## src/rtl/core/lsut_pkg.sv

```systemverilog
// lsut_pkg: shared sizes, codes and types of the led strand unpack and transpose block
// used by lsut_front, lsut_fifo, lsut_back and led_strand_unpack_and_bit_transpose
// no dependencies
`default_nettype none

package lsut_pkg;

  // strand store geometry
  localparam int NUM_STRANDS  = 16;
  localparam int STRAND_BYTES = 2048;
  localparam int STRAND_W     = (NUM_STRANDS > 1) ? $clog2(NUM_STRANDS) : 1;
  localparam int LEN_W        = $clog2(STRAND_BYTES + 1);
  localparam int STORE_DEPTH  = NUM_STRANDS * STRAND_BYTES;
  localparam int ADDR_W       = $clog2(STORE_DEPTH);

  // fixed field widths
  localparam int SEL_W   = 4;
  localparam int IDX_W   = 11;
  localparam int BYTE_W  = 8;
  localparam int KIND_W  = 2;
  localparam int LANES   = 8;

  // job queue between front and back
  localparam int FIFO_DEPTH = 4;
  localparam int FIFO_PTR_W = $clog2(FIFO_DEPTH);

  // packet command characters and start marker
  localparam logic [7:0] CHAR_BEGIN  = 8'h42;
  localparam logic [7:0] CHAR_END    = 8'h45;
  localparam logic [7:0] CHAR_STRAND = 8'h53;
  localparam logic [7:0] CHAR_START  = 8'h2A;

  // result kinds
  localparam logic [KIND_W-1:0] KIND_BEGIN = 2'd0;
  localparam logic [KIND_W-1:0] KIND_END   = 2'd1;
  localparam logic [KIND_W-1:0] KIND_DATA  = 2'd2;

  // configuration register indexes
  localparam logic REG_FIRST = 1'b0;
  localparam logic REG_LAST  = 1'b1;

  // packet header parser state
  typedef enum logic [2:0] {
    HDR_CMD,
    HDR_STRAND,
    HDR_LEN_LO,
    HDR_LEN_HI,
    HDR_PAYLOAD,
    HDR_SKIP
  } hdr_state_t;

  // back end sequencer state
  typedef enum logic [1:0] {
    BK_IDLE,
    BK_READ,
    BK_EMIT
  } back_state_t;

  // job opcodes
  typedef enum logic [1:0] {
    OP_WRITE,
    OP_BEGIN,
    OP_END,
    OP_ASM
  } op_t;

  // one queued job
  typedef struct packed {
    op_t               op;
    logic [ADDR_W-1:0] addr;    // store write address or first lane read address
    logic [7:0]        data;    // store write data
    logic [LANES-1:0]  mask;    // lanes that contribute bits
    logic              marker;  // emit start marker first
  } job_t;

endpackage

`default_nettype wire

```

## src/rtl/core/lsut_front.sv

```systemverilog
// lsut_front: accepts input beats, parses packet headers, holds strand lengths and
// configuration, and turns each beat into at most one queued job
// depends on lsut_pkg
`default_nettype none

module lsut_front (
  input  wire logic                          clk,
  input  wire logic                          rst_n,
  // input beat fields
  input  wire logic                          in_tvalid,
  output logic                               in_tready,
  input  wire logic                          action,
  input  wire logic [7:0]                    byte_value,
  input  wire logic                          packet_end,
  input  wire logic [lsut_pkg::IDX_W-1:0]    pixel_index,
  // configuration writes
  input  wire logic                          cfg_valid,
  output logic                               cfg_ready,
  input  wire logic                          cfg_index,
  input  wire logic [lsut_pkg::SEL_W-1:0]    cfg_data,
  // job queue
  input  wire logic                          q_full,
  output logic                               push,
  output lsut_pkg::job_t                     push_job
);

  lsut_pkg::hdr_state_t               hdr_r, hdr_nxt;
  logic [lsut_pkg::SEL_W-1:0]         first_r, last_r;
  logic [7:0]                         target_r, target_nxt;
  logic [15:0]                        plen_r, plen_nxt;
  logic [15:0]                        pos_r, pos_nxt;
  logic [1:0]                         phase_r, phase_nxt;
  logic [lsut_pkg::LEN_W-1:0]         len_r [lsut_pkg::NUM_STRANDS];
  logic                               len_we;
  logic [lsut_pkg::LEN_W-1:0]         len_val;
  logic                               in_acc;
  logic                               accepted;
  logic [16:0]                        pos_inc;
  logic [15:0]                        dest;
  logic                               dest_ok;
  logic [lsut_pkg::ADDR_W-1:0]        wr_addr;
  logic [lsut_pkg::ADDR_W-1:0]        base_addr;
  logic [lsut_pkg::NUM_STRANDS-1:0]   idx_lt;
  logic [lsut_pkg::LANES-1:0]         lane_mask;
  logic [15:0]                        new_len;

  assign in_tready = !q_full;
  assign in_acc    = in_tvalid && in_tready;
  assign cfg_ready = 1'b1;

  // strand range check, taken when the length high byte arrives
  assign accepted = ({4'b0, first_r} <= target_r) && (target_r <= {4'b0, last_r}) &&
                    (9'(target_r) < 9'(lsut_pkg::NUM_STRANDS));
  assign new_len  = {byte_value, plen_r[7:0]};
  assign len_val  = (17'(new_len) < 17'(lsut_pkg::STRAND_BYTES)) ?
                    lsut_pkg::LEN_W'(new_len) : lsut_pkg::LEN_W'(lsut_pkg::STRAND_BYTES);

  // destination inside the strand: swap bytes 0 and 1 of each triple
  assign pos_inc = 17'(pos_r) + 17'd1;
  always_comb begin
    case (phase_r)
      2'd0:    dest = (pos_inc < 17'(plen_r)) ? pos_inc[15:0] : pos_r;
      2'd1:    dest = pos_r - 16'd1;
      default: dest = pos_r;
    endcase
  end
  assign dest_ok = (17'(dest) < 17'(lsut_pkg::STRAND_BYTES));
  assign wr_addr = lsut_pkg::ADDR_W'(int'(target_r[lsut_pkg::STRAND_W-1:0]) *
                   lsut_pkg::STRAND_BYTES + int'(dest));

  // per strand length check and lane mask for an assemble beat
  always_comb begin
    for (int t = 0; t < lsut_pkg::NUM_STRANDS; t++) begin
      idx_lt[t] = (17'(pixel_index) < 17'(len_r[t]));
    end
    lane_mask = '0;
    for (int s = 0; s < lsut_pkg::LANES; s++) begin
      for (int t = 0; t < lsut_pkg::NUM_STRANDS; t++) begin
        if ((int'(first_r) + s == t) && (t <= int'(last_r))) begin
          lane_mask[s] = idx_lt[t];
        end
      end
    end
  end
  assign base_addr = lsut_pkg::ADDR_W'(int'(first_r) * lsut_pkg::STRAND_BYTES +
                     int'(pixel_index));

  // header parser next state
  always_comb begin
    hdr_nxt = hdr_r;
    if (in_acc && !action) begin
      case (hdr_r)
        lsut_pkg::HDR_CMD: begin
          if (byte_value == lsut_pkg::CHAR_STRAND) begin
            hdr_nxt = lsut_pkg::HDR_STRAND;
          end else begin
            hdr_nxt = lsut_pkg::HDR_SKIP;
          end
        end
        lsut_pkg::HDR_STRAND:  hdr_nxt = lsut_pkg::HDR_LEN_LO;
        lsut_pkg::HDR_LEN_LO:  hdr_nxt = lsut_pkg::HDR_LEN_HI;
        lsut_pkg::HDR_LEN_HI:  hdr_nxt = accepted ? lsut_pkg::HDR_PAYLOAD : lsut_pkg::HDR_SKIP;
        lsut_pkg::HDR_PAYLOAD: hdr_nxt = lsut_pkg::HDR_PAYLOAD;
        default:               hdr_nxt = lsut_pkg::HDR_SKIP;
      endcase
      if (packet_end) begin
        hdr_nxt = lsut_pkg::HDR_CMD;
      end
    end
  end

  // header parser outputs and job build
  always_comb begin
    push       = 1'b0;
    push_job   = '0;
    target_nxt = target_r;
    plen_nxt   = plen_r;
    pos_nxt    = pos_r;
    phase_nxt  = phase_r;
    len_we     = 1'b0;
    if (in_acc && action) begin
      push            = 1'b1;
      push_job.op     = lsut_pkg::OP_ASM;
      push_job.addr   = base_addr;
      push_job.mask   = lane_mask;
      push_job.marker = (pixel_index == '0);
    end else if (in_acc) begin
      case (hdr_r)
        lsut_pkg::HDR_CMD: begin
          if (byte_value == lsut_pkg::CHAR_BEGIN) begin
            push        = 1'b1;
            push_job.op = lsut_pkg::OP_BEGIN;
          end else if (byte_value == lsut_pkg::CHAR_END) begin
            push        = 1'b1;
            push_job.op = lsut_pkg::OP_END;
          end
        end
        lsut_pkg::HDR_STRAND: begin
          target_nxt = byte_value;
        end
        lsut_pkg::HDR_LEN_LO: begin
          plen_nxt = {8'h00, byte_value};
        end
        lsut_pkg::HDR_LEN_HI: begin
          plen_nxt  = new_len;
          pos_nxt   = '0;
          phase_nxt = 2'd0;
          len_we    = accepted;
        end
        lsut_pkg::HDR_PAYLOAD: begin
          if (pos_r < plen_r) begin
            if (dest_ok) begin
              push          = 1'b1;
              push_job.op   = lsut_pkg::OP_WRITE;
              push_job.addr = wr_addr;
              push_job.data = byte_value;
            end
            pos_nxt   = pos_r + 16'd1;
            phase_nxt = (phase_r == 2'd2) ? 2'd0 : phase_r + 2'd1;
          end
        end
        default: begin
        end
      endcase
    end
  end

  // parser registers and strand lengths
  always_ff @(posedge clk) begin
    if (!rst_n) begin
      hdr_r    <= lsut_pkg::HDR_CMD;
      target_r <= '0;
      plen_r   <= '0;
      pos_r    <= '0;
      phase_r  <= '0;
      for (int t = 0; t < lsut_pkg::NUM_STRANDS; t++) begin
        len_r[t] <= '0;
      end
    end else begin
      hdr_r    <= hdr_nxt;
      target_r <= target_nxt;
      plen_r   <= plen_nxt;
      pos_r    <= pos_nxt;
      phase_r  <= phase_nxt;
      if (len_we) begin
        len_r[target_r[lsut_pkg::STRAND_W-1:0]] <= len_val;
      end
    end
  end

  // configuration registers
  always_ff @(posedge clk) begin
    if (!rst_n) begin
      first_r <= 4'd0;
      last_r  <= 4'd7;
    end else if (cfg_valid && cfg_ready) begin
      case (cfg_index)
        lsut_pkg::REG_FIRST: first_r <= cfg_data;
        lsut_pkg::REG_LAST:  last_r  <= cfg_data;
        default: begin
        end
      endcase
    end
  end

endmodule

`default_nettype wire

```

## config.mk

```make
export PLATFORM = sky130hd
export DESIGN_NAME = lsut_front
export DESIGN_NICKNAME = d
export VERILOG_FILES = /design/src/rtl/core/lsut_pkg.sv /design/src/rtl/core/lsut_front.sv
export SDC_FILE = /design/constraint.sdc
export NUM_CORES = 1
export LEC_CHECK = 0
export BUFFER_PORTS_ARGS = -buffer_cell sky130_fd_sc_hd__buf_4
export CORE_UTILIZATION = 54
export CTS_BUF_LIST = sky130_fd_sc_hd__clkbuf_4
export DETAILED_ROUTE_END_ITERATION = 10
export PLACE_DENSITY = 0.71
export REMOVE_ABC_BUFFERS = 1
export SLEW_MARGIN = 5
export SYNTH_ARGS = -nofsm -noshare
export SYNTH_HDL_FRONTEND = slang
export SYNTH_SLANG_ARGS = --single-unit
```

## constraint.sdc

```tcl
create_clock -name clk -period 13 [get_ports clk]
set_input_delay 2.6 -clock clk [delete_from_list [all_inputs] [get_ports clk]]
set_output_delay 2.6 -clock clk [all_outputs]
set_load 0.02 [all_outputs]
```

==> out/qor.yml <==
final_layout:
  final_nets: 2333
  drive_gt1_frac: 0.105
  finish.utilization: 0.597
  finalNonFillerCells: 2586
  area_growth_pct: 9.03
logic_synthesis:
  synthMuxAreaShare: 0.0136
  synthTopCellsByArea: "edfxtp_1 (32%), ha_1 (15%), nor2_1 (6.8%)"
  ys_async_sr_fraction: 0
  yosys_register_bits: 245
  synth_cell_types: 88
  synth_top_family_by_area: "simple AND/OR/NAND/NOR gates"
  synthTopCellsByCount: "nor2_1 (320), ha_1 (208), inv_1 (205)"
  synth_area_sq_mm: 0.0178
  synth.most_common_cell: "nor2_1"
  ys_warn_count: 0
  ys_seq_area_frac: 0.384
  synth-compound-area-share: 0.164
  synth-xor-area-share: 0.0143
  syn_inst: 2045
  synth_top_area_share: 0.324
  ys.flop_type: "edfxtp_1"
  synth-edff-count: 192
  syn_area_per_cell_sq_um: 8.70
  synth_simple_gate_area_frac: 0.208
  synth_fa_ha_area_frac: 0.147
  synth_top_area_cell: "edfxtp_1"
clocking:
  htreeDepth: 3
  cts_hold_buffers: 0
  cts.sinks: 245
  root_buffer: "clkbuf_4"
  post_cts.repair.setup_buffers: 0
  clkTransAtPathRegs_ns: 0.06
  clockBufferDepth: 3
  post_cts_resized: 0
  clock_latency_ns: 0.76
  cts_tree: "done"
  cts-buffers-inserted: 70
critical_path:
  r2r_start: "last_r[1]"
  worst_path_max_delay_cell: "nor4_1"
  critPathMaxStageDelay_ns: 0.78
  criticalPathCategory: "flip-flop to output port"
  crit_path_end: "push_job[19]"
  cp.required_ns: 10.40
  startpoint: "pos_r[2]"
  crit_chain: "nand2_1 -> nor4_1 -> nand2_1 -> xor2_1 -> inv_1 -> ha_1 -> and2_1 -> a221o_1 -> nor4_1 -> a21o_2 -> and2_1 -> o311ai_4 -> nor4b_4 -> nand4b_4 -> o21ai_0 -> buf_4"
  r2r_cells: 11
  crit_path_max_fanout: 14
  ff2ff_setup_slack_ns: 8.35
  endpoint_kind: "output port"
  r2r-end: "len_r[13][11]"
  cp-start-kind: "flip-flop"
  arrival_ns: 5.96
grt:
  grt_pass1_wl_um: 85500
  antenna_found_initial: 2
  gr-usage-met2: 0.547
  grt_pass1_vias: 15200
  gr-usage-all-layers: 0.336
  grt-busiest-layer: "met2"
  gr-total-overflow: 0
  grt_use_met1: 0.433
  grt_use_met3: 0.0668
  grt_max_degree: 67
timing:
  max_freq_mhz: 117
  worstMarginPinSlew_ns: 1.24
  grt_setup_unrepaired: "false"
  min_period_over_period: 0.658
  clock_skew_ns: 0.0716
  setup_violations: 0
  max_slew_margin: 0.170
  slew_viol_final: 0
  hold_viol: 0
  fin_setup_tns_ns: 0
  period_minus_slack_ns: 8.56
drt:
  drc: 0
  vias_per_cell: 6.13
  dr.pass1.iters: 5
  drt.antenna.violating_nets: 0
  wire_per_inst_um: 21.6
  drt_iter0_markers: 1567
  drt_wl_total_um: 55700
  vias: 15800
flow_run:
  maxCapViolCount: 0
die:
  die_h_um: 183
  num_rows: 66
  die_x_um: 183
  core-area_sq_mm: 0.0325
  io_pins: 68
  floorplan.initialDensity: 0.548
  design.die.area_sq_mm: 0.0337
outcome:
  status: "finished clean"
power_and_ir_drop:
  power_mw: 1.85
  p_per_area_mw_per_mm2: 95.3
  vdd_drop_max_mv: 0.0710
  power.leakage_nw: 7.90
place:
  placedCellCount: 2463
  numPortBuffers: 66
  gp_congestion: 0.986
  dp_hpwl_um: 38000
min_path:
  hp-class: "flip-flop to flip-flop"
[through the flow]
step | hold slack [ns] | setup WS (ns) | instance area, sq um
after floorplan | 0.442 | 5.44 | 17300
after global placement | 0.460 | 4.53 | 18500
after detailed placement | 0.460 | 4.61 | 18500
after CTS | 0.483 | 4.48 | 19400
after global routing | 0.518 | 4.12 | 19400
final | 0.484 | 4.44 | 19400
[worst max-delay path: cells and delay by family (launching register included)]
kind                       cells  cell delay (ns)
AOI/OAI and AO/OA              4             1.14
xor gates and xnor gates       1             0.27
adders and majority gates      1             0.29
buffers and inverters          2             0.28
and+or+nand+nor                8             2.68
DFF                            1             0.58
[power breakdown]
group,switching [mW],internal [mW],total (mW),leakage (nW)
clock,0.348,0.351,0.699,0.500
combinational,0.183,0.0900,0.273,5.00
sequential,0.0119,0.864,0.876,2.40
total,0.542,1.31,1.85,7.90
[sequential cells by signal (all words and copies together), names as in the netlist]
signal	cells
pos_r	16
len_r	192
first_r	4
target_r	8
hdr_r	3
plen_r	16
last_r	4
phase_r	2
[cell families (layout without fill, tap and decap cells)]
family	after synthesis	after routing
simple gates	788	788
compound gates	435	435
buf+inv	314	411
flops	245	245
fa+ha+maj	209	209
xor+xnor	29	29
mux	24	24
other cells	1	3
[how the worst min path moves through the flow]
stage                          start    endpoint  slack [ns]  cells after the start
after floorplan           plen_r[10]  plen_r[10]        0.44                      1
after global placement    plen_r[10]  plen_r[10]        0.46                      1
after detailed placement   plen_r[9]   plen_r[9]        0.46                      1
after CTS                 plen_r[10]  plen_r[10]        0.48                      1
after global routing      plen_r[10]  plen_r[10]        0.52                      1
final                     plen_r[13]  plen_r[13]        0.48                      1
[placed cells by master (no fill, tap or decap), drive strengths merged, types with 27 or more instances in the layout]
| cell | synthesis | routed |
|---|---|---|
| a21o | 29 | 29 |
| a21oi | 90 | 90 |
| buf | 14 | 83 |
| clkbuf | 93 | 99 |
| dfxtp | 53 | 53 |
| edfxtp | 192 | 192 |
| ha | 208 | 208 |
| inv | 205 | 208 |
| nand2 | 176 | 176 |
| nand3 | 47 | 47 |
| nor2 | 320 | 320 |
| nor2b | 44 | 44 |
| nor3 | 41 | 41 |
| nor4 | 27 | 27 |
| o21ai | 118 | 118 |
[area by class of cell]
cell class,instances,area (sq um)
fillers,2917,13100
well taps,442,553
repair buffers,83,623
diodes,2,5.00
flip-flops and latches,245,6830
inverters,207,777
multi-input cells,1486,9760
clock buffers,99,743
clock inverters,22,97.6
[routing by layer]
layer | vias up | wire length [um]
li1 | 7415 | -
met1 | 7495 | 23000
met2 | 765 | 25700
met3 | 167 | 4910
met4 | 0 | 2090
met5 | - | 0
Power figures use the tool's default switching activity.
