### src/rtl/core/lsut_pkg.sv
// lsut_pkg: shared sizes, codes and types of the led strand unpack and transpose block
// used by lsut_front, lsut_fifo, lsut_back and led_strand_unpack_and_bit_transpose
// no dependencies
`default_nettype none

package lsut_pkg;

  // strand store geometry
  localparam int NUM_STRANDS  = 16;
  localparam int STRAND_BYTES = 2048;
  localparam int STRAND_W     = (NUM_STRANDS > 1) ? $clog2(NUM_STRANDS) : 1;
  localparam int LEN_W        = $clog2(STRAND_BYTES + 1);
  localparam int STORE_DEPTH  = NUM_STRANDS * STRAND_BYTES;
  localparam int ADDR_W       = $clog2(STORE_DEPTH);

  // fixed field widths
  localparam int SEL_W   = 4;
  localparam int IDX_W   = 11;
  localparam int BYTE_W  = 8;
  localparam int KIND_W  = 2;
  localparam int LANES   = 8;

  // job queue between front and back
  localparam int FIFO_DEPTH = 4;
  localparam int FIFO_PTR_W = $clog2(FIFO_DEPTH);

  // packet command characters and start marker
  localparam logic [7:0] CHAR_BEGIN  = 8'h42;
  localparam logic [7:0] CHAR_END    = 8'h45;
  localparam logic [7:0] CHAR_STRAND = 8'h53;
  localparam logic [7:0] CHAR_START  = 8'h2A;

  // result kinds
  localparam logic [KIND_W-1:0] KIND_BEGIN = 2'd0;
  localparam logic [KIND_W-1:0] KIND_END   = 2'd1;
  localparam logic [KIND_W-1:0] KIND_DATA  = 2'd2;

  // configuration register indexes
  localparam logic REG_FIRST = 1'b0;
  localparam logic REG_LAST  = 1'b1;

  // packet header parser state
  typedef enum logic [2:0] {
    HDR_CMD,
    HDR_STRAND,
    HDR_LEN_LO,
    HDR_LEN_HI,
    HDR_PAYLOAD,
    HDR_SKIP
  } hdr_state_t;

  // back end sequencer state
  typedef enum logic [1:0] {
    BK_IDLE,
    BK_READ,
    BK_EMIT
  } back_state_t;

  // job opcodes
  typedef enum logic [1:0] {
    OP_WRITE,
    OP_BEGIN,
    OP_END,
    OP_ASM
  } op_t;

  // one queued job
  typedef struct packed {
    op_t               op;
    logic [ADDR_W-1:0] addr;    // store write address or first lane read address
    logic [7:0]        data;    // store write data
    logic [LANES-1:0]  mask;    // lanes that contribute bits
    logic              marker;  // emit start marker first
  } job_t;

endpackage

`default_nettype wire

### src/rtl/core/lsut_fifo.sv
// lsut_fifo: short job queue between the packet front end and the store back end
// depends on lsut_pkg (job_t, FIFO_DEPTH)
`default_nettype none

module lsut_fifo (
  input  wire logic          clk,
  input  wire logic          rst_n,
  input  wire logic          push,
  input  wire lsut_pkg::job_t push_job,
  input  wire logic          pop,
  output lsut_pkg::job_t     head,
  output logic               full,
  output logic               empty
);

  lsut_pkg::job_t                     slot_r [lsut_pkg::FIFO_DEPTH];
  logic [lsut_pkg::FIFO_PTR_W-1:0]    wr_ptr_r;
  logic [lsut_pkg::FIFO_PTR_W-1:0]    rd_ptr_r;
  logic [lsut_pkg::FIFO_PTR_W:0]      count_r;

  // status
  assign full  = (count_r == (lsut_pkg::FIFO_PTR_W + 1)'(lsut_pkg::FIFO_DEPTH));
  assign empty = (count_r == '0);
  assign head  = slot_r[rd_ptr_r];

  // pointers and fill count
  always_ff @(posedge clk) begin
    if (!rst_n) begin
      wr_ptr_r <= '0;
      rd_ptr_r <= '0;
      count_r  <= '0;
    end else begin
      if (push) begin
        wr_ptr_r <= wr_ptr_r + 1'b1;
      end
      if (pop) begin
        rd_ptr_r <= rd_ptr_r + 1'b1;
      end
      if (push && !pop) begin
        count_r <= count_r + 1'b1;
      end else if (pop && !push) begin
        count_r <= count_r - 1'b1;
      end
    end
  end

  // storage
  always_ff @(posedge clk) begin
    if (push) begin
      slot_r[wr_ptr_r] <= push_job;
    end
  end

`ifndef SYNTHESIS
  a_no_push_full: assert property (@(posedge clk) disable iff (!rst_n) full |-> !push)
    else $error("job pushed into a full queue");
`endif

endmodule

`default_nettype wire

### config.mk
export PLATFORM = sky130hd
export DESIGN_NAME = lsut_fifo
export DESIGN_NICKNAME = d
export VERILOG_FILES = /design/src/rtl/core/lsut_pkg.sv /design/src/rtl/core/lsut_fifo.sv
export SDC_FILE = /design/constraint.sdc
export NUM_CORES = 1
export LEC_CHECK = 0
export BUFFER_PORTS_ARGS = -buffer_cell sky130_fd_sc_hd__buf_2
export CORE_MARGIN = 3
export CORE_UTILIZATION = 61
export DETAILED_ROUTE_END_ITERATION = 16
export PLACE_DENSITY_LB_ADDON = 0.12
export SLEW_MARGIN = 25
export SYNTH_ARGS = -nofsm -noshare
export SYNTH_HDL_FRONTEND = slang
export SYNTH_SLANG_ARGS = --single-unit
### constraint.sdc
create_clock -name clk -period 2.9 [get_ports clk]
set_clock_uncertainty 0.05 [all_clocks]
set_input_delay 0.435 -clock clk [delete_from_list [all_inputs] [get_ports clk]]
set_output_delay 0.435 -clock clk [all_outputs]
set_load 0.02 [all_outputs]
==> Flow_metrics.wiki, run 1 <==
{| class="wikitable"
! Metric !! Value
|-
| Multi-input logic area || 0.001036 sq mm
|-
| Starting density of the core || 64.11%
|-
| Number of buffers and inverters on the critical path || 2
|-
| Sequential cell area fraction in the yosys report || 78.96%
|-
| Critical Path Fanout Max || 20
|-
| Post-synthesis async set-or-reset flop share || 0%
|-
| Maximum resistive drop on vdd || 0.0005939 V
|-
| Unique masters post-synth || 22
|-
| Maximum level of the CTS H-tree || 4
|-
| Cell breakdown of the critical path || buf_4 > mux4_2 > buf_2
|-
| Area of all sequential standard cells || 0.004267 sq mm
|-
| Hold Startpoint || push_job[1]
|-
| I/O pin count || 74
|-
| Count of hold-fix buffers inserted at cts || 0
|-
| Worst setup slack after placement || 911.3 ps
|-
| Violation count after the first detailed-route iteration || 107
|-
| Clk sinks || 145
|-
| Die height || 100.1 um
|-
| Largest delay share family, worst path || multiplexers
|-
| Clock Path Buffers || 2
|-
| Synth area leaders || sky130_fd_sc_hd__edfxtp_1 (76%), sky130_fd_sc_hd__mux4_2 (13%), sky130_fd_sc_hd__dfxtp_1 (3.3%)
|-
| Port buffer count || 73
|-
| Number of endpoints with negative hold slack in the final report || 0
|-
| Pre-antenna DRT Iters || 4
|-
| Yosys top cell by area || sky130_fd_sc_hd__edfxtp_1
|-
| Number of core rows || 33
|-
| Crit path time final || 2469 ps
|-
| Required time of the critical path || 2410 ps
|-
| Clock buffers created by TritonCTS || 17
|-
| Syn Inst Count || 221
|-
| Number of global-route vias before repair || 2653
|-
| DIE WIDTH || 100.1 um
|-
| Final-layout fill cell count || 476
|-
| Area of the die || 0.01002 sq mm
|-
| Number of flops mapped to enable cells by yosys || 136
|-
| Post-CTS setup-driven buffer insertion count || 0
|-
| Congestion Overflow GR || 0
|-
| Avg Cell Area, Syn || 24.44 sq um
|-
| Final setup fails || 0
|-
| Clock transition at the registers of the reported paths || 60 ps
|-
| Slew margin rel. || 64.50%
|-
| Cell with the most instances after synthesis || sky130_fd_sc_hd__edfxtp_1
|-
| Final worst slack || 431.2 ps
|-
| Maximum number of pins on one net before global-route repair || 35
|-
| Antenna cells || 0
|-
| Vias after detailed routing || 2473
|-
| Clock root buffer master || sky130_fd_sc_hd__clkbuf_8
|-
| Cell Pwr Density || 790.7 mW/mm^2
|-
| RSZ-0062 raised after global routing || no
|-
| Data arrival time of the worst path || 1980 ps
|-
| Share of the cycle needed by the critical path after routing || 85.13%
|-
| Outcome || finished clean
|-
| Minimum hold slack || 90.69 ps
|-
| Worst Hold Class || input port to flop
|-
| Number of maximum-capacitance constraint violations || 0
|-
| Global routing usage summed across all routing layers || 21.27%
|-
| Placer's final routability congestion estimate || 0.6832
|-
| Post-cts gate resize count || 0
|-
| Slowest cell on crit path || sky130_fd_sc_hd__mux4_2
|-
| Post-DR wirelength/cell || 21.60 um
|-
| Final max-slew violation count || 0
|-
| Number of antenna violations at the first check in global routing || 0
|-
| DRC violation count after routing || 0
|-
| Start-to-end type of the worst setup path || flop to output port
|-
| Leak pwr || 2.295 nW
|-
| Clock Latency Late Sink || 500 ps
|-
| Top cells by count, synth || sky130_fd_sc_hd__edfxtp_1 (136), sky130_fd_sc_hd__mux4_2 (30), sky130_fd_sc_hd__and2_1 (9), sky130_fd_sc_hd__dfxtp_1 (9), sky130_fd_sc_hd__ha_1 (5)
|-
| Synthesis-to-layout area growth || 20.27%
|-
| Number of vias per cell || 5.711
|-
| Overall power || 0.005136 W
|-
| Drt total wl || 9351 um
|-
| Layout cell share with drive strength beyond 1 || 45.73%
|-
| Residual antenna-violating net count after detailed routing || 0
|-
| Critical Path Max Stage Delay || 600 ps
|-
| Number of nets in the synthesized netlist || 265
|-
| Type of element capturing the critical path || output port
|-
| Total of flip-flops plus latches after synthesis || 145
|-
| Yosys warnings || 0
|-
| Peak clock frequency supported by timing || 405.1 MHz
|-
| R2R Path Start || wr_ptr_r[0]
|-
| Std-Cell Core Area || 0.008423 sq mm
|-
| Transition time of the tightest slew-check pin || 532.4 ps
|-
| Netlist area before placement || 0.005400 sq mm
|-
| Total half-perimeter wirelength after legalization and detailed placement || 5478 um
|-
| Final total negative setup slack || 0 ps
|-
| Wire length of the first global-routing pass || 14960 um
|-
| TritonCTS clock tree || built
|-
| Utilization after layout || 77.11%
|-
| Top_reg_cell synth || sky130_fd_sc_hd__edfxtp_1
|-
| Startpoint type of the worst setup path || flop
|-
| Share of the synthesized area in the top cell type || 75.63%
|-
| Total number of nets in the final design || 359
|}
[flip-flops by register name, indices dropped and copies added, names as in the netlist, named ones only]
| register | flops |
|---|---|
| slot_r | 136 |
| wr_ptr_r | 2 |
| rd_ptr_r | 2 |
| count_r | 3 |
[final cells by class]
class / instances / area share [%]
clock inverters: 14 / 2.890
clock buffers: 18 / 6.434
flip-flops and latches: 145 / 65.69
well taps: 105 / 2.023
multi-input cells: 64 / 15.95
inverters: 4 / 0.2312
repair buffers: 83 / 6.781
[routing by layer]
| metal | vias to the layer above | GRT usage, % | wire [um] |
|---|---|---|---|
| met2 | 84 | 35.35 | 4986 |
| li1 | 1113 | - | - |
| met3 | 9 | 7.366 | 551 |
| met5 | - | 0 | 0 |
| met1 | 1267 | 26.69 | 3722 |
| met4 | 0 | 6.839 | 91 |
[placed cells by master (no fill, tap or decap), types with 5 or more instances in the layout]
cell / instances
sky130_fd_sc_hd__edfxtp_1: 136
sky130_fd_sc_hd__buf_2: 73
sky130_fd_sc_hd__mux4_2: 30
sky130_fd_sc_hd__clkbuf_16: 16
sky130_fd_sc_hd__buf_4: 10
sky130_fd_sc_hd__dfxtp_1: 7
sky130_fd_sc_hd__and2_1: 5
sky130_fd_sc_hd__ha_1: 5
sky130_fd_sc_hd__clkinv_2: 5
[worst reg2reg max path, delay by kind of cell (launching register included)]
family	cells	cell delay, ps
buf+inv	2	390
fa+ha+maj	1	140
flops	1	340
simple gates	1	460
[power breakdown]
part           internal, W  switching [W]  leakage (nW)
registers          0.00240      0.0000353          1.32
logic             0.000217       0.000299         0.672
clock network      0.00139       0.000788         0.299
total              0.00401        0.00112          2.29
[worst paths after layout]
path	end	slack, ps	cells past startpoint
max	head[8]	430	3
min	slot_r[1][1]	90	1
max reg2reg	slot_r[0][22]	1210	4
min reg2reg	count_r[2]	470	2
[per-stage QoR]
stage / instances / instance area [sq um]
3_3_place_gp: 401 / 5889
4_1_cts: 433 / 6495
5_1_grt: 433 / 6495
2_1_floorplan: 221 / 5400
6_report: 433 / 6495
3_5_place_dp: 401 / 5889
[kinds of logic (layout without fill, tap and decap cells)]
| kind of cell | Yosys count | in the layout | synth area share, % |
|---|---|---|---|
| AOI/OAI and AO/OA | 2 | 2 | 0.2317 |
| xor gates and xnor gates | 5 | 5 | 0.8111 |
| buffers and inverters | 12 | 119 | 1.946 |
| DFF | 145 | 145 | 78.96 |
| and+or+nand+nor | 15 | 15 | 1.691 |
| muxes | 36 | 36 | 14.83 |
| adders and majority gates | 6 | 6 | 1.529 |
No activity file was read; power rests on OpenSTA's default activity.
==> run 2: changes to the inputs <==
CELL_PAD_IN_SITES_DETAIL_PLACEMENT = 1   (was unset)
CELL_PAD_IN_SITES_GLOBAL_PLACEMENT = 1   (was unset)
CORE_UTILIZATION = 56   (was 61)
CTS_BUF_LIST = sky130_fd_sc_hd__clkbuf_8   (was unset)
==> Flow_metrics.wiki, run 2 (synthesized netlist as in run 1, its figures left out) <==
{| class="wikitable"
! Metric !! Value
|-
| Drt total wl || 9478 um (+1.4%)
|-
| Number of endpoints with negative hold slack in the final report || 0 (unchanged)
|-
| TritonCTS clock tree || built
|-
| R2R Path Start || wr_ptr_r[0]
|-
| Final worst slack || 426.7 ps (-4.452 ps)
|-
| Clock transition at the registers of the reported paths || 80 ps (+20 ps)
|-
| Violation count after the first detailed-route iteration || 133 (+24%)
|-
| Post-cts gate resize count || 0 (unchanged)
|-
| Final max-slew violation count || 0 (unchanged)
|-
| Wire length of the first global-routing pass || 15460 um (+3.4%)
|-
| Area of the die || 0.01086 sq mm (+8.4%)
|-
| Clock Latency Late Sink || 410 ps (-90 ps)
|-
| Congestion Overflow GR || 0 (unchanged)
|-
| Number of global-route vias before repair || 2724 (+2.7%)
|-
| Placer's final routability congestion estimate || 0.7422 (+8.6%)
|-
| I/O pin count || 74 (unchanged)
|-
| Leak pwr || 2.183 nW (-4.9%)
|-
| Critical Path Fanout Max || 27 (+35%)
|-
| Worst Hold Class || input port to flop
|-
| Pre-antenna DRT Iters || 4 (unchanged)
|-
| Post-CTS setup-driven buffer insertion count || 0 (unchanged)
|-
| Critical Path Max Stage Delay || 810 ps (+210 ps)
|-
| Number of stages on the worst hold path || 1 (unchanged)
|-
| Crit path time final || 2473 ps (+4.452 ps)
|-
| Hold Startpoint || push_job[11]
|-
| Type of element capturing the critical path || output port
|-
| Most common cell after layout, fill and taps aside || sky130_fd_sc_hd__edfxtp_1
|-
| Maximum resistive drop on vdd || 0.0003880 V (-35%)
|-
| Startpoint type of the worst setup path || flop
|-
| Internal Pwr Total || 0.003376 W (-16%)
|-
| Maximum level of the CTS H-tree || 4 (unchanged)
|-
| Most frequent cells in the layout || sky130_fd_sc_hd__edfxtp_1 (136), sky130_fd_sc_hd__buf_2 (73), sky130_fd_sc_hd__mux4_2 (30)
|-
| Final setup fails || 0 (unchanged)
|-
| Sequential share of power || 55.1% (+7.6 points)
|-
| Clock network fraction of design power || 33.6% (-8.9 points)
|-
| Die height || 104.2 um (+4.1%)
|-
| Cell breakdown of the critical path || buf_4 > mux4_2 > buf_2
|-
| Antenna cells || 0 (unchanged)
|-
| Slew margin rel. || 51.31% (-13 points)
|-
| Flip-flop count of the largest register, all copies and words added || 136 (unchanged)
|-
| Switching portion of total power || 24.06% (+2.2 points)
|-
| Biggest regs || slot_r (136), count_r (3)
|-
| Total half-perimeter wirelength after legalization and detailed placement || 6242 um (+14%)
|-
| Number of core rows || 35 (+6.1%)
|-
| Share of the cycle needed by the critical path after routing || 85.28% (+0.15 points)
|-
| DRC violation count after routing || 0 (unchanged)
|-
| Transition time of the tightest slew-check pin || 730.4 ps (+198.0 ps)
|-
| Minimum hold slack || 180.7 ps (+90.03 ps)
|-
| DIE WIDTH || 104.2 um (+4.1%)
|-
| Starting density of the core || 57.89% (-6.2 points)
|-
| Peak clock frequency supported by timing || 404.3 MHz (-0.18%)
|-
| Count of hold-fix buffers inserted at cts || 0 (unchanged)
|-
| Top register by number of flip-flops || slot_r
|-
| Synthesis-to-layout area growth || 16.87%
|-
| RSZ-0062 raised after global routing || no
|-
| Gate power share || 11.3% (+1.3 points)
|-
| Worst setup slack after placement || 825.5 ps (-85.74 ps)
|-
| Post-DR wirelength/cell || 20.74 um (-4.0%)
|-
| Clock buffers created by TritonCTS || 17 (unchanged)
|-
| Number of buffers and inverters on the critical path || 2 (unchanged)
|-
| FF-to-FF setup slack || 1180 ps (-30 ps)
|-
| Number of vias per cell || 5.322 (-6.8%)
|-
| Global routing usage summed across all routing layers || 19.32% (-2.0 points)
|-
| Slowest cell on crit path || sky130_fd_sc_hd__dfxtp_2
|-
| Outcome || finished clean
|-
| Total number of nets in the final design || 359 (unchanged)
|-
| Port buffer count || 73 (unchanged)
|-
| Start-to-end type of the worst setup path || flop to output port
|-
| FF-to-FF End || slot_r[2][0]
|-
| Required time of the critical path || 2410 ps (about the same)
|-
| Vias after detailed routing || 2432 (-1.7%)
|-
| Number of antenna violations at the first check in global routing || 0 (unchanged)
|-
| Std-Cell Core Area || 0.009328 sq mm (+11%)
|-
| Data arrival time of the worst path || 1990 ps (about the same)
|-
| Final total negative setup slack || 0 ps (unchanged)
|-
| Layout cell share with drive strength beyond 1 || 45.43% (-0.30 points)
|-
| Sw power || 0.001070 W (-4.8%)
|-
| Number of maximum-capacitance constraint violations || 0 (unchanged)
|-
| Length in cells of the worst reg-to-reg path || 4 (unchanged)
|-
| Clock Path Buffers || 2 (unchanged)
|-
| Maximum number of pins on one net before global-route repair || 29 (-17%)
|-
| Clock root buffer master || sky130_fd_sc_hd__clkbuf_8
|-
| Cell Pwr Density || 704.4 mW/mm^2 (-11%)
|-
| End point of the worst hold path || slot_r[2][11]
|-
| Largest delay share family, worst path || flip-flops
|-
| Clk sinks || 145 (unchanged)
|-
| Residual antenna-violating net count after detailed routing || 0 (unchanged)
|}
run 2: final cells by class:
type                    count  area [sq um]
inverters                   4         15.01
repair buffers             83         452.9
well taps                 129         161.4
multi-input cells          64          1036
fillers                   780          3017
flip-flops and latches    145          4267
clock buffers              17         234.0
clock inverters            15         145.1
run 2: worst max-delay path by stage:
stage | from | to | slack, ps | cells after the start
2_1_floorplan | wr_ptr_r[0] | slot_r[2][0] | 1080 | 3
3_3_place_gp | flop | head[5] | 840 | 3
3_5_place_dp | flop | head[5] | 830 | 3
4_1_cts | flop | head[5] | 350 | 3
5_1_grt | flop | head[5] | 270 | 3
6_report | flop | head[5] | 430 | 3
run 2: stage by stage:
stage               total power [W]  cell area, sq um  instances  util [%]
floorplan                  0.002827              5400        221         -
global placement           0.002993              5932        425     63.59
detailed placement         0.003011              5932        425     63.59
CTS                        0.004493              6311        457     67.66
global route               0.004632              6311        457     67.66
finish                     0.004445              6311        457     67.66
run 2: power groups by stage:
stage	Clock [W]	Combinational [W]	Sequential (W)
2_1_floorplan	0	0.000359	0.00247
3_3_place_gp	0	0.000500	0.00249
3_5_place_dp	0	0.000512	0.00250
4_1_cts	0.00153	0.000515	0.00245
5_1_grt	0.00162	0.000546	0.00246
6_report	0.00149	0.000503	0.00245
run 2: layer usage:
layer / vias up / wire length [um] / GRT usage, %
met2: 59 / 5001 / 32.54
met3: 4 / 334 / 4.283
li1: 1106 / - / -
met5: - / 0 / 0
met4: 0 / 68 / 7.407
met1: 1263 / 4074 / 24.89
==> run 3: changes to the inputs <==
CTS_CLUSTER_DIAMETER = 40   (was unset)
RECOVER_POWER = 25   (was unset)
==> Flow_metrics.wiki, run 3 (synthesized netlist as in run 1, its figures left out) <==
{| class="wikitable"
! Metric !! Value
|-
| Cell breakdown of the critical path || buf_4 > mux4_2 > buf_2
|-
| Clock Latency Late Sink || 410 ps (about the same)
|-
| Maximum level of the CTS H-tree || 4 (unchanged)
|-
| Top register by number of flip-flops || slot_r
|-
| Antenna cells || 0 (unchanged)
|-
| Wire length of the first global-routing pass || 15460 um (unchanged)
|-
| Worst Hold Class || input port to flop
|-
| Number of buffers and inverters on the critical path || 2 (unchanged)
|-
| Violation count after the first detailed-route iteration || 113 (-15%)
|-
| Clock buffers created by TritonCTS || 17 (unchanged)
|-
| Leak pwr || 2.111 nW (-3.3%)
|-
| Clock transition at the registers of the reported paths || 80 ps (about the same)
|-
| Placed standard-cell area || 0.005932 sq mm (unchanged)
|-
| Most frequent cells in the layout || sky130_fd_sc_hd__edfxtp_1 (136), sky130_fd_sc_hd__buf_2 (47), sky130_fd_sc_hd__mux4_2 (30)
|-
| Final max-slew violation count || 0 (unchanged)
|-
| Post-DR wirelength/cell || 20.77 um (+0.13%)
|-
| Total number of nets in the final design || 359 (unchanged)
|-
| Clk sinks || 145 (unchanged)
|-
| Crit path time final || 2478 ps (+4.978 ps)
|-
| Vias after detailed routing || 2449 (+0.70%)
|-
| Std-Cell Core Area || 0.009328 sq mm (unchanged)
|-
| TritonCTS clock tree || built
|-
| Die height || 104.2 um (unchanged)
|-
| Largest delay share family, worst path || flip-flops
|-
| Starting density of the core || 57.89% (unchanged)
|-
| FF-to-FF End || slot_r[2][0]
|-
| Clock Path Buffers || 2 (unchanged)
|-
| Peak clock frequency supported by timing || 403.5 MHz (-0.20%)
|-
| Number of stages on the worst hold path || 1 (unchanged)
|-
| Area of the die || 0.01086 sq mm (unchanged)
|-
| Final total negative setup slack || 0 ps (unchanged)
|-
| Number of vias per cell || 5.359 (+0.70%)
|-
| Data arrival time of the worst path || 1990 ps (about the same)
|-
| Port buffer count || 73 (unchanged)
|-
| Post-Layout Inst Area || 0.006279 sq mm (-0.52%)
|-
| Count of hold-fix buffers inserted at cts || 0 (unchanged)
|-
| DRC violation count after routing || 0 (unchanged)
|-
| Share of the cycle needed by the critical path after routing || 85.46% (+0.17 points)
|-
| Final setup fails || 0 (unchanged)
|-
| Number of maximum-capacitance constraint violations || 0 (unchanged)
|-
| Residual antenna-violating net count after detailed routing || 0 (unchanged)
|-
| Transition time of the tightest slew-check pin || 735.9 ps (+5.513 ps)
|-
| Maximum number of pins on one net before global-route repair || 29 (unchanged)
|-
| R2R Path Start || wr_ptr_r[0]
|-
| Pre-antenna DRT Iters || 6 (+2)
|-
| Clock root buffer master || sky130_fd_sc_hd__clkbuf_8
|-
| Flip-flop count of the largest register, all copies and words added || 136 (unchanged)
|-
| Biggest regs || slot_r (136), count_r (3)
|-
| Post-CTS setup-driven buffer insertion count || 0 (unchanged)
|-
| Startpoint type of the worst setup path || flop
|-
| Layout cell share with drive strength beyond 1 || 37.50% (-7.9 points)
|-
| FF-to-FF setup slack || 1180 ps (about the same)
|-
| Start-to-end type of the worst setup path || flop to output port
|-
| Congestion Overflow GR || 0 (unchanged)
|-
| Global routing usage summed across all routing layers || 19.32% (unchanged)
|-
| Number of endpoints with negative hold slack in the final report || 0 (unchanged)
|-
| Required time of the critical path || 2410 ps (about the same)
|-
| Slowest cell on crit path || sky130_fd_sc_hd__dfxtp_2
|-
| Slew margin rel. || 50.94% (-0.37 points)
|-
| Critical Path Fanout Max || 27 (unchanged)
|-
| Total half-perimeter wirelength after legalization and detailed placement || 6242 um (unchanged)
|-
| Synthesis-to-layout area growth || 16.27%
|-
| Most common cell after layout, fill and taps aside || sky130_fd_sc_hd__edfxtp_1
|-
| Post-cts gate resize count || 0 (unchanged)
|-
| DIE WIDTH || 104.2 um (unchanged)
|-
| Length in cells of the worst reg-to-reg path || 4 (unchanged)
|-
| Outcome || finished clean
|-
| Maximum resistive drop on vdd || 0.0003893 V (+0.32%)
|-
| Drt total wl || 9490 um (+0.13%)
|-
| Hold Startpoint || push_job[17]
|-
| Type of element capturing the critical path || output port
|-
| Final-layout fill cell count || 795 (+1.9%)
|-
| I/O pin count || 74 (unchanged)
|-
| Number of global-route vias before repair || 2724 (unchanged)
|-
| RSZ-0062 raised after global routing || no
|-
| Cell Pwr Density || 707.5 mW/mm^2 (+0.44%)
|-
| Number of core rows || 35 (unchanged)
|-
| Critical Path Max Stage Delay || 810 ps (about the same)
|-
| Placer's final routability congestion estimate || 0.7422 (unchanged)
|-
| Number of antenna violations at the first check in global routing || 0 (unchanged)
|-
| End point of the worst hold path || slot_r[2][17]
|}
## run 3: changes by cell type in the layout (fill, tap and decap cells not counted), sizes merged
cell | before | now
buf | 83 | 57
clkbuf | 17 | 43
## run 3: final cells by class
class	instances	area (sq um)	share of cell area, %
Timing Repair Buffer	83	420.4	6.696
Inverter	4	15.01	0.2391
Clock buffer	17	234.0	3.727
Tap cell	129	161.4	2.571
Sequential cell	145	4267	67.96
Multi-Input combinational cell	64	1036	16.50
Clock inverter	15	145.1	2.312
## run 3: power by group
part           switching (W)  internal (W)  total [W]
Clock               0.000736      0.000757    0.00149
Combinational       0.000282      0.000216   0.000498
Sequential         0.0000530       0.00240    0.00245
Total                0.00107       0.00337    0.00444
## run 3: stage by stage
stage	std cells	power [W]	hold WS (ps)	util (%)	setup slack, ps
floorplan	221	0.002827	422.4	-	1081
global placement	425	0.002993	451.9	63.59	842.1
detailed placement	425	0.003011	489.2	63.59	825.5
CTS	457	0.004493	152.7	67.66	353.7
global route	457	0.004627	179.7	67.31	273.8
finish	457	0.004442	192.9	67.31	421.8
## run 3: worst register-to-register path, delay by kind of cell (launching register included)
| kind | cells | cell delay [ps] |
|---|---|---|
| AND/OR/NAND/NOR | 1 | 470 |
| buffers and inverters | 2 | 410 |
| flip-flops | 1 | 360 |
| adder cells (fa/ha/maj) | 1 | 140 |
## run 3: worst max-delay path by stage
stage	startpoint	endpoint	slack [ps]	depth (start not counted)
global placement	flop	head[5]	840	3
CTS	flop	head[5]	350	3
floorplan	wr_ptr_r[0]	slot_r[2][0]	1080	3
finish	flop	head[5]	420	3
global route	flop	head[5]	270	3
detailed placement	flop	head[5]	830	3
## run 3: routing by layer
layer | track usage, % | vias up | wire length (um)
met5 | 0 | - | 0
met2 | 32.54 | 63 | 4966
met1 | 24.89 | 1273 | 4093
met3 | 4.283 | 6 | 348
li1 | - | 1107 | -
met4 | 7.407 | 0 | 82
